## config.mk

```make
export PLATFORM = sky130hd
export DESIGN_NAME = base64_stream_encoder_top
export DESIGN_NICKNAME = d
export VERILOG_FILES = /design/src/b64e_pkg.sv /design/src/b64e_front.sv /design/src/b64e_queue.sv /design/src/b64e_back.sv /design/src/base64_stream_encoder_top.sv
export VERILOG_INCLUDE_DIRS = /design/src /design/src/src
export SDC_FILE = /design/constraint.sdc
export NUM_CORES = 1
export LEC_CHECK = 0
export ABC_AREA = 0
export BUFFER_PORTS_ARGS = -buffer_cell sky130_fd_sc_hd__buf_2
export CAP_MARGIN = 20
export CORE_MARGIN = 4
export CORE_UTILIZATION = 50
export CTS_CLUSTER_SIZE = 25
export DETAILED_ROUTE_END_ITERATION = 8
export PLACE_DENSITY_LB_ADDON = 0.25
export SYNTH_ARGS = -nofsm -noshare
export SYNTH_HDL_FRONTEND = slang
export SYNTH_SLANG_ARGS = --single-unit
```

## constraint.sdc

```tcl
create_clock -name i_clk -period 4.6 [get_ports i_clk]
set_input_delay 0.69 -clock i_clk [delete_from_list [all_inputs] [get_ports i_clk]]
set_output_delay 0.69 -clock i_clk [all_outputs]
set_load 0.005 [all_outputs]
```

## src/assert_macros.svh

```systemverilog
// ---------------------------------------------------------------------------
// Assertion macros
// Concurrent assertion wrappers, compiled out when SYNTH is defined.
// ---------------------------------------------------------------------------
`ifndef ASSERT_MACROS_SVH
`define ASSERT_MACROS_SVH
`ifndef SYNTH
`define B64E_ASSERT_IMP(label, clk, rst_n, ante, cons) \
    label: assert property (@(posedge clk) disable iff (!rst_n) (ante) |-> (cons)) \
        else $error("assertion failed");
`define B64E_ASSERT_NXT(label, clk, rst_n, ante, cons) \
    label: assert property (@(posedge clk) disable iff (!rst_n) (ante) |=> (cons)) \
        else $error("assertion failed");
`else
`define B64E_ASSERT_IMP(label, clk, rst_n, ante, cons)
`define B64E_ASSERT_NXT(label, clk, rst_n, ante, cons)
`endif
`endif

```

## src/b64e_pkg.sv

```systemverilog
// ---------------------------------------------------------------------------
// Base64 encoder package
// Shared types, constants and the symbol-to-ASCII mapping.
// ---------------------------------------------------------------------------
`default_nettype none

package b64e_pkg;

    localparam logic [7:0] CHAR_PAD   = 8'h3D;
    localparam logic [7:0] CHAR_UPPER = 8'h41;
    localparam logic [7:0] CHAR_LOWER = 8'h61;
    localparam logic [7:0] CHAR_DIGIT = 8'h30;
    localparam logic [7:0] CHAR_PLUS  = 8'h2B;
    localparam logic [7:0] CHAR_SLASH = 8'h2F;

    localparam int QUEUE_DEPTH = 2;
    localparam int QUEUE_AW    = 1;
    localparam int QUEUE_CW    = 2;

    typedef enum logic [1:0] {
        PH_0 = 2'd0,
        PH_1 = 2'd1,
        PH_2 = 2'd2
    } t_phase;

    typedef struct packed {
        logic       pad;
        logic [5:0] idx;
    } t_sym;

    typedef struct packed {
        t_sym [3:0] syms;
        logic [1:0] last;
        logic       fin;
    } t_job;

    function automatic logic [7:0] sym_to_ascii(input t_sym s);
        logic [7:0] v;
        v = {2'b00, s.idx};
        if (s.pad) begin
            return CHAR_PAD;
        end else if (s.idx < 6'd26) begin
            return CHAR_UPPER + v;
        end else if (s.idx < 6'd52) begin
            return CHAR_LOWER + v - 8'd26;
        end else if (s.idx < 6'd62) begin
            return CHAR_DIGIT + v - 8'd52;
        end else if (s.idx == 6'd62) begin
            return CHAR_PLUS;
        end else begin
            return CHAR_SLASH;
        end
    endfunction

endpackage

`default_nettype wire

```

## src/b64e_front.sv

```systemverilog
// ---------------------------------------------------------------------------
// Base64 encoder front end
// Tracks group phase and leftover bits, turns each byte into a symbol job.
// ---------------------------------------------------------------------------
`default_nettype none

module b64e_front
    import b64e_pkg::*;
(
    input  wire logic       i_clk,
    input  wire logic       i_rst_n,
    input  wire logic       i_accept,
    input  wire logic [7:0] i_data_byte,
    input  wire logic       i_final_byte,
    output t_job            o_job
);

    t_phase     r_phase, n_phase;
    logic [3:0] r_left,  n_left;
    t_job       job;

    always_comb begin
        job      = '0;
        job.fin  = i_final_byte;
        n_phase  = r_phase;
        n_left   = r_left;
        case (r_phase)
            PH_1: begin
                job.syms[0].idx = {r_left[1:0], i_data_byte[7:4]};
                if (i_final_byte) begin
                    job.syms[1].idx = {i_data_byte[3:0], 2'b00};
                    job.syms[2].pad = 1'b1;
                    job.last        = 2'd2;
                end else begin
                    job.last = 2'd0;
                    n_left   = i_data_byte[3:0];
                    n_phase  = PH_2;
                end
            end
            PH_2: begin
                job.syms[0].idx = {r_left, i_data_byte[7:6]};
                job.syms[1].idx = i_data_byte[5:0];
                job.last        = 2'd1;
                n_left          = 4'd0;
                n_phase         = PH_0;
            end
            default: begin
                job.syms[0].idx = i_data_byte[7:2];
                if (i_final_byte) begin
                    job.syms[1].idx = {i_data_byte[1:0], 4'b0000};
                    job.syms[2].pad = 1'b1;
                    job.syms[3].pad = 1'b1;
                    job.last        = 2'd3;
                end else begin
                    job.last = 2'd0;
                    n_left   = {2'b00, i_data_byte[1:0]};
                    n_phase  = PH_1;
                end
            end
        endcase
        if (i_final_byte) begin
            n_phase = PH_0;
            n_left  = 4'd0;
        end
    end

    always_ff @(posedge i_clk) begin
        if (!i_rst_n) begin
            r_phase <= PH_0;
            r_left  <= 4'd0;
        end else if (i_accept) begin
            r_phase <= n_phase;
            r_left  <= n_left;
        end
    end

    assign o_job = job;

endmodule

`default_nettype wire

```

## src/b64e_queue.sv

```systemverilog
// ---------------------------------------------------------------------------
// Base64 encoder job queue
// Short FIFO between front end and character serialiser.
// ---------------------------------------------------------------------------
`default_nettype none

module b64e_queue
    import b64e_pkg::*;
(
    input  wire logic i_clk,
    input  wire logic i_rst_n,
    input  wire logic i_push,
    input  t_job      i_job,
    output logic      o_full,
    input  wire logic i_pop,
    output logic      o_valid,
    output t_job      o_job
);

    t_job                r_mem [QUEUE_DEPTH];
    logic [QUEUE_AW-1:0] r_wptr,  n_wptr;
    logic [QUEUE_AW-1:0] r_rptr,  n_rptr;
    logic [QUEUE_CW-1:0] r_count, n_count;
    logic                do_push, do_pop;

    always_comb begin
        o_full  = (r_count == QUEUE_CW'(QUEUE_DEPTH));
        o_valid = (r_count != '0);
        do_push = i_push && !o_full;
        do_pop  = i_pop && o_valid;
        n_wptr  = do_push ? r_wptr + 1'b1 : r_wptr;
        n_rptr  = do_pop ? r_rptr + 1'b1 : r_rptr;
        n_count = r_count + QUEUE_CW'(do_push) - QUEUE_CW'(do_pop);
        o_job   = r_mem[r_rptr];
    end

    always_ff @(posedge i_clk) begin
        if (!i_rst_n) begin
            r_wptr  <= '0;
            r_rptr  <= '0;
            r_count <= '0;
        end else begin
            r_wptr  <= n_wptr;
            r_rptr  <= n_rptr;
            r_count <= n_count;
        end
    end

    always_ff @(posedge i_clk) begin
        if (do_push) begin
            r_mem[r_wptr] <= i_job;
        end
    end

endmodule

`default_nettype wire

```

## src/b64e_back.sv

```systemverilog
// ---------------------------------------------------------------------------
// Base64 encoder back end
// Serialises symbol jobs into ASCII characters through an output register.
// ---------------------------------------------------------------------------
`default_nettype none

module b64e_back
    import b64e_pkg::*;
(
    input  wire logic       i_clk,
    input  wire logic       i_rst_n,
    input  wire logic       i_q_valid,
    input  t_job            i_q_job,
    output logic            o_q_pop,
    input  wire logic       i_pop,
    output logic            o_empty,
    output logic [7:0]      o_out_char,
    output logic            o_end_of_text
);

    t_job       r_job,   n_job;
    logic [1:0] r_idx,   n_idx;
    logic       r_busy,  n_busy;
    logic       r_ovld,  n_ovld;
    logic [7:0] r_ochar, n_ochar;
    logic       r_oend,  n_oend;
    logic       can_load, at_last, fetch;

    always_comb begin
        can_load = !r_ovld || i_pop;
        at_last  = (r_idx == r_job.last);
        fetch    = !r_busy || (can_load && at_last);
        o_q_pop  = fetch && i_q_valid;

        n_ovld  = r_ovld;
        n_ochar = r_ochar;
        n_oend  = r_oend;
        n_job   = r_job;
        n_idx   = r_idx;
        n_busy  = r_busy;

        if (can_load) begin
            n_ovld = r_busy;
            if (r_busy) begin
                n_ochar = sym_to_ascii(r_job.syms[r_idx]);
                n_oend  = at_last && r_job.fin;
            end
        end
        if (fetch) begin
            n_busy = i_q_valid;
            n_job  = i_q_job;
            n_idx  = 2'd0;
        end else if (can_load) begin
            n_idx = r_idx + 2'd1;
        end
    end

    always_ff @(posedge i_clk) begin
        if (!i_rst_n) begin
            r_busy <= 1'b0;
            r_ovld <= 1'b0;
        end else begin
            r_busy <= n_busy;
            r_ovld <= n_ovld;
        end
    end

    always_ff @(posedge i_clk) begin
        r_job   <= n_job;
        r_idx   <= n_idx;
        r_ochar <= n_ochar;
        r_oend  <= n_oend;
    end

    assign o_empty       = !r_ovld;
    assign o_out_char    = r_ochar;
    assign o_end_of_text = r_oend;

endmodule

`default_nettype wire

```

## src/base64_stream_encoder_top.sv

```systemverilog
// The first character of a byte passes through the job queue, the serialiser job register and the output register.
// One character per cycle on the result side while i_pop is held and jobs are
// queued; a byte yields 1 to 4 characters through the serialiser.
// A two-entry job queue lets input run ahead of a stalled result side.
// Reset: synchronous, active low; clears group phase, leftover bits and queue.
// ---------------------------------------------------------------------------
// Base64 stream encoder top level
// Byte stream in, standard base64 characters with '=' padding out.
// ---------------------------------------------------------------------------
`default_nettype none
`include "assert_macros.svh"

module base64_stream_encoder_top
    import b64e_pkg::*;
(
    input  wire logic       i_clk,
    input  wire logic       i_rst_n,
    input  wire logic       i_push,
    output logic            o_full,
    input  wire logic [7:0] i_data_byte,
    input  wire logic       i_final_byte,
    output logic            o_empty,
    input  wire logic       i_pop,
    output logic [7:0]      o_out_char,
    output logic            o_end_of_text
);

    logic accept;
    t_job f_job;
    logic q_full, q_valid, q_pop;
    t_job q_job;
    logic out_take, pad_mid, pad_end;

    assign accept = i_push && !q_full;
    assign o_full = q_full;

    assign out_take = !o_empty && i_pop;
    assign pad_mid  = (o_out_char == CHAR_PAD) && !o_end_of_text;
    assign pad_end  = !o_empty && (o_out_char == CHAR_PAD) && o_end_of_text;

    b64e_front u_front (
        .i_clk        (i_clk),
        .i_rst_n      (i_rst_n),
        .i_accept     (accept),
        .i_data_byte  (i_data_byte),
        .i_final_byte (i_final_byte),
        .o_job        (f_job)
    );

    b64e_queue u_queue (
        .i_clk   (i_clk),
        .i_rst_n (i_rst_n),
        .i_push  (accept),
        .i_job   (f_job),
        .o_full  (q_full),
        .i_pop   (q_pop),
        .o_valid (q_valid),
        .o_job   (q_job)
    );

    b64e_back u_back (
        .i_clk         (i_clk),
        .i_rst_n       (i_rst_n),
        .i_q_valid     (q_valid),
        .i_q_job       (q_job),
        .o_q_pop       (q_pop),
        .i_pop         (i_pop),
        .o_empty       (o_empty),
        .o_out_char    (o_out_char),
        .o_end_of_text (o_end_of_text)
    );

    // final jobs always carry at least two characters
    `B64E_ASSERT_IMP(a_fin_job_len, i_clk, i_rst_n, q_valid && q_job.last == 2'd0, !q_job.fin)
    // a non-final pad is followed directly by the closing pad
    `B64E_ASSERT_NXT(a_pad_pair, i_clk, i_rst_n, out_take && pad_mid, pad_end)
    // no request taken while the queue is full
    `B64E_ASSERT_IMP(a_no_push_when_full_q, i_clk, i_rst_n, q_full, !accept)

endmodule

`default_nettype wire

```

==> Implementation_results.wiki <==
{| class="wikitable"
! Metric !! Value
|-
| Status || complete, no violations
|-
| Hold Path End || u_back.r_ovld
|-
| Cell taking the most area after synthesis || sky130_fd_sc_hd__edfxtp_1
|-
| Async set-or-reset flop fraction in the synthesized netlist || 0%
|-
| Hold violation count in the final report || 0
|-
| Sort of element at the end of the critical path || flip-flop
|-
| Count of inserted antenna diode cells || 0
|-
| Startpoint type of the worst setup path || flip-flop
|-
| Worst reg2reg setup slack || 1.44 ns
|-
| Clock Sink Count || 74
|-
| Number of instances resized during post-cts repair || 0
|-
| Starting DRC count in detailed routing || 117
|-
| Wire length of the first global-routing pass || 10290 um
|-
| Port bufs || 23
|-
| Destination of the worst register-to-register timing path || u_back.o_out_char[3]
|-
| Post-Synthesis Mean Instance Area || 12.57 sq um
|-
| Number of failing setup endpoints in the final timing report || 0
|-
| Average routed wire per standard cell || 14.62 um
|-
| Post-route setup TNS || 0 ns
|-
| Most frequent cells after synthesis || sky130_fd_sc_hd__edfxtp_1 (60), sky130_fd_sc_hd__mux2_2 (18), sky130_fd_sc_hd__nor2_1 (18)
|-
| Total half-perimeter wirelength after legalization and detailed placement || 4286 um
|-
| Final critical delay including setup and external delays || 3.160 ns
|-
| Transition time at the pin with the least slew margin || 0.9060 ns
|-
| Antenna violations before repair || 0
|-
| Worst hold-check slack || 0.5233 ns
|-
| CTS H-Tree Depth || 3
|-
| GPL Wtd Cong || 0.9247
|-
| Die area || 8637 sq um
|-
| Iteration count of the initial detailed-routing pass || 4
|-
| Synth Cell Area || 3607 sq um
|-
| Leakage power summed over all cells || 1.408 nW
|-
| Portion of synthesized cell area occupied by the leading cell type || 49.95%
|-
| Setup repair bufs after CTS || 0
|-
| Startpoint of the most critical hold path || u_back.r_busy
|-
| Clock transition time at the flip-flop clock pins of the worst setup and hold paths || 0.08 ns
|-
| Sequential share of the synthesized area || 57.72%
|-
| Number of fillers in the final layout || 586
|-
| Rows || 30
|-
| Depth of the worst register-to-register path || 7
|-
| Combined flip-flop and latch cell area || 2082 sq um
|-
| Cell Chain, Critical Path || mux2i_1 -> nor2_1 -> ha_1 -> nor2b_1 -> o21ai_0 -> o221ai_1 -> o211ai_1
|-
| Inserted Clock Buffers || 9
|-
| Critical path's slowest cell || sky130_fd_sc_hd__dfxtp_1
|-
| Yosys warning count || 0
|-
| CP Max Fanout || 18
|-
| Post-route clock skew || 0.007616 ns
|-
| Syn_nets || 314
|-
| Final #Nets || 334
|-
| Remaining antenna violation count || 0
|-
| Portion of the clock cycle consumed by the worst path in the final layout || 68.70%
|-
| Max-slew headroom || 39.54%
|-
| Max-slew violations || 0
|-
| Synthesized netlist cell count || 287
|-
| Pin count of the biggest net entering global routing || 22
|-
| Leading post-synthesis cells by cell area || sky130_fd_sc_hd__edfxtp_1 (50%), sky130_fd_sc_hd__dfxtp_1 (7.8%), sky130_fd_sc_hd__mux2_2 (5.6%), sky130_fd_sc_hd__ha_1 (4.9%), sky130_fd_sc_hd__a22oi_1 (2.1%)
|-
| Worst stage delay on the critical path || 0.80 ns
|-
| Clk Tree Root Cell || sky130_fd_sc_hd__clkbuf_8
|-
| Hold Crit Class || flip-flop to flip-flop
|-
| Number of distinct library cells after synthesis || 46
|-
| IR Drop Worst-Case VDD || 0.2155 mV
|-
| Top flip-flop cell by instance count after synthesis || sky130_fd_sc_hd__edfxtp_1
|-
| Sum of overflow across all layers after global routing || 0
|-
| Number of primary I/O pins || 24
|-
| Via density per instance || 5.382
|-
| Number of design rule violations left after detail routing || 0
|-
| Fraction of layout instances using a drive strength above 1 || 21.47%
|-
| Cell with the most instances after synthesis || sky130_fd_sc_hd__edfxtp_1
|-
| Cell class contributing the biggest share of worst-path delay || simple AND/OR/NAND/NOR gates
|-
| Die X-Extent || 92.94 um
|-
| Die Y-Extent || 92.94 um
|-
| Hold-fix buffers at CTS || 0
|-
| Total wire length after detailed routing || 5964 um
|-
| R2r startpoint || u_back.r_idx[0]
|-
| Critical path data arrival time || 3.24 ns
|-
| Area growth from synthesis to layout || 9.677%
|-
| Maximum buffer depth of the clock tree || 2
|-
| Via total after detailed routing || 2196
|-
| Critical path buffers and inverters || 0
|-
| Number of max-capacitance violations reported || 0
|-
| Power per cell area || 677.5 nW/um^2
|-
| Effective utilization at floorplan || 52.23%
|-
| Cells on Worst Hold Path || 1
|-
| Area used by multi-input combinational logic || 1400 sq um
|-
| Synth Register Bits || 74
|-
| Core ar. || 6907 sq um
|-
| Number of enable flip-flop cells after synthesis || 60
|-
| Clock tree from TritonCTS || yes
|-
| Classification of the worst setup path || flip-flop to flip-flop
|-
| Global Route Usage Sum || 15.19%
|-
| Unrepaired setup endpoints after global routing || no
|-
| Insertion delay to the later sink of the worst-skew pair || 0.34 ns
|-
| Vias in the first global route || 2162
|-
| Req. time, crit path || 4.68 ns
|-
| Top achievable clock speed || 316.4 MHz
|}
kinds of logic (layout without fill, tap and decap cells):
kind of cell    Yosys count  count (layout)  share of synthesized area [%]
compound gates           58              58                          12.24
xor+xnor                 10              10                          2.428
fa+ha+maj                14              14                          4.856
buf+inv                  31              56                          3.538
flops                    74              74                          57.72
mux                      26              26                          8.186
simple gates             74              74                          11.03
worst reg2reg max path: cells and delay by family (launching register included):
| family | cells | cell delay (ns) |
|---|---|---|
| AND/OR/NAND/NOR | 2 | 0.91 |
| flip-flops | 1 | 0.80 |
| AO/OA/AOI/OAI | 3 | 0.69 |
| adder cells (fa/ha/maj) | 1 | 0.28 |
| multiplexers | 1 | 0.23 |
state kept, by name, indices dropped and copies added (netlist names):
signal and count:
u_back.o_out_char 8, u_queue.r_wptr 1, u_queue.r_count 2, u_queue.r_rptr 1, u_queue.r_mem 34, u_back.r_busy 1, u_front.r_phase 2, u_front.r_left 4
u_back.r_ovld 1, u_back.o_end_of_text 1, u_back.r_idx 2, u_back.r_job 17
layout make-up:
class,count,area share (%)
flip-flops and latches,74,52.63
multi-input cells,182,35.39
repair buffers,25,3.289
clock buffers,9,3.131
well taps,96,3.036
inverters,15,1.423
clock inverters,7,1.107
cells in the final DEF, fill, tap and decap left out, drive strengths merged, types with 3 or more instances in the layout:
master  instances
o31ai           3
and2            8
xnor2           5
inv            17
nand3           3
buf            25
a22oi          10
edfxtp         60
nor3b           5
a211oi          3
mux2           18
o21ai          11
nand2b          4
ha             14
clkbuf          9
mux2i           8
a31oi           3
nor3            4
o21a            4
nor2           19
dfxtp          14
nand2          12
nor2b          12
a32oi           4
xor2            5
clkinv          4
a21oi           7
stage by stage:
step | power, mW | cells | instance area, sq um | worst slack, ns | util, %
6_report | 2.680 | 408 | 3956 | 1.440 | 57.28
5_1_grt | 2.911 | 408 | 3956 | 1.076 | 57.28
4_1_cts | 2.704 | 408 | 3956 | 1.488 | 57.28
3_5_place_dp | 2.260 | 392 | 3789 | 1.497 | 54.86
3_3_place_gp | 2.249 | 392 | 3789 | 1.645 | 54.86
2_1_floorplan | 2.010 | 287 | 3607 | 1.775 | -
worst max path at each step:
stage	from	endpoint	depth (start not counted)
2_1_floorplan	i_pop	u_queue.r_count[1]	9
5_1_grt	u_back.r_idx[0]	u_back.o_out_char[3]	7
3_3_place_gp	u_back.r_idx[0]	u_back.o_out_char[4]	8
4_1_cts	u_back.r_idx[0]	u_back.o_out_char[3]	7
3_5_place_dp	u_back.r_idx[0]	u_back.o_out_char[4]	8
6_report	u_back.r_idx[0]	u_back.o_out_char[3]	7
routing by layer:
metal  GRT usage, %  vias up  share of wire [%]
li1               -     1103                  -
met1          19.70     1018                 46
met2          24.30       62                 48
met3          3.087       13                4.1
met4          7.326        0                1.9
met5              0        -                  0
power breakdown:
group | total, mW | switching (mW) | leakage (nW) | internal, mW
clock | 0.429 | 0.234 | 0.0872 | 0.195
sequential | 1.12 | 0.125 | 0.697 | 0.992
combinational | 1.13 | 0.642 | 0.623 | 0.492
(Power assumes the default switching activity.)
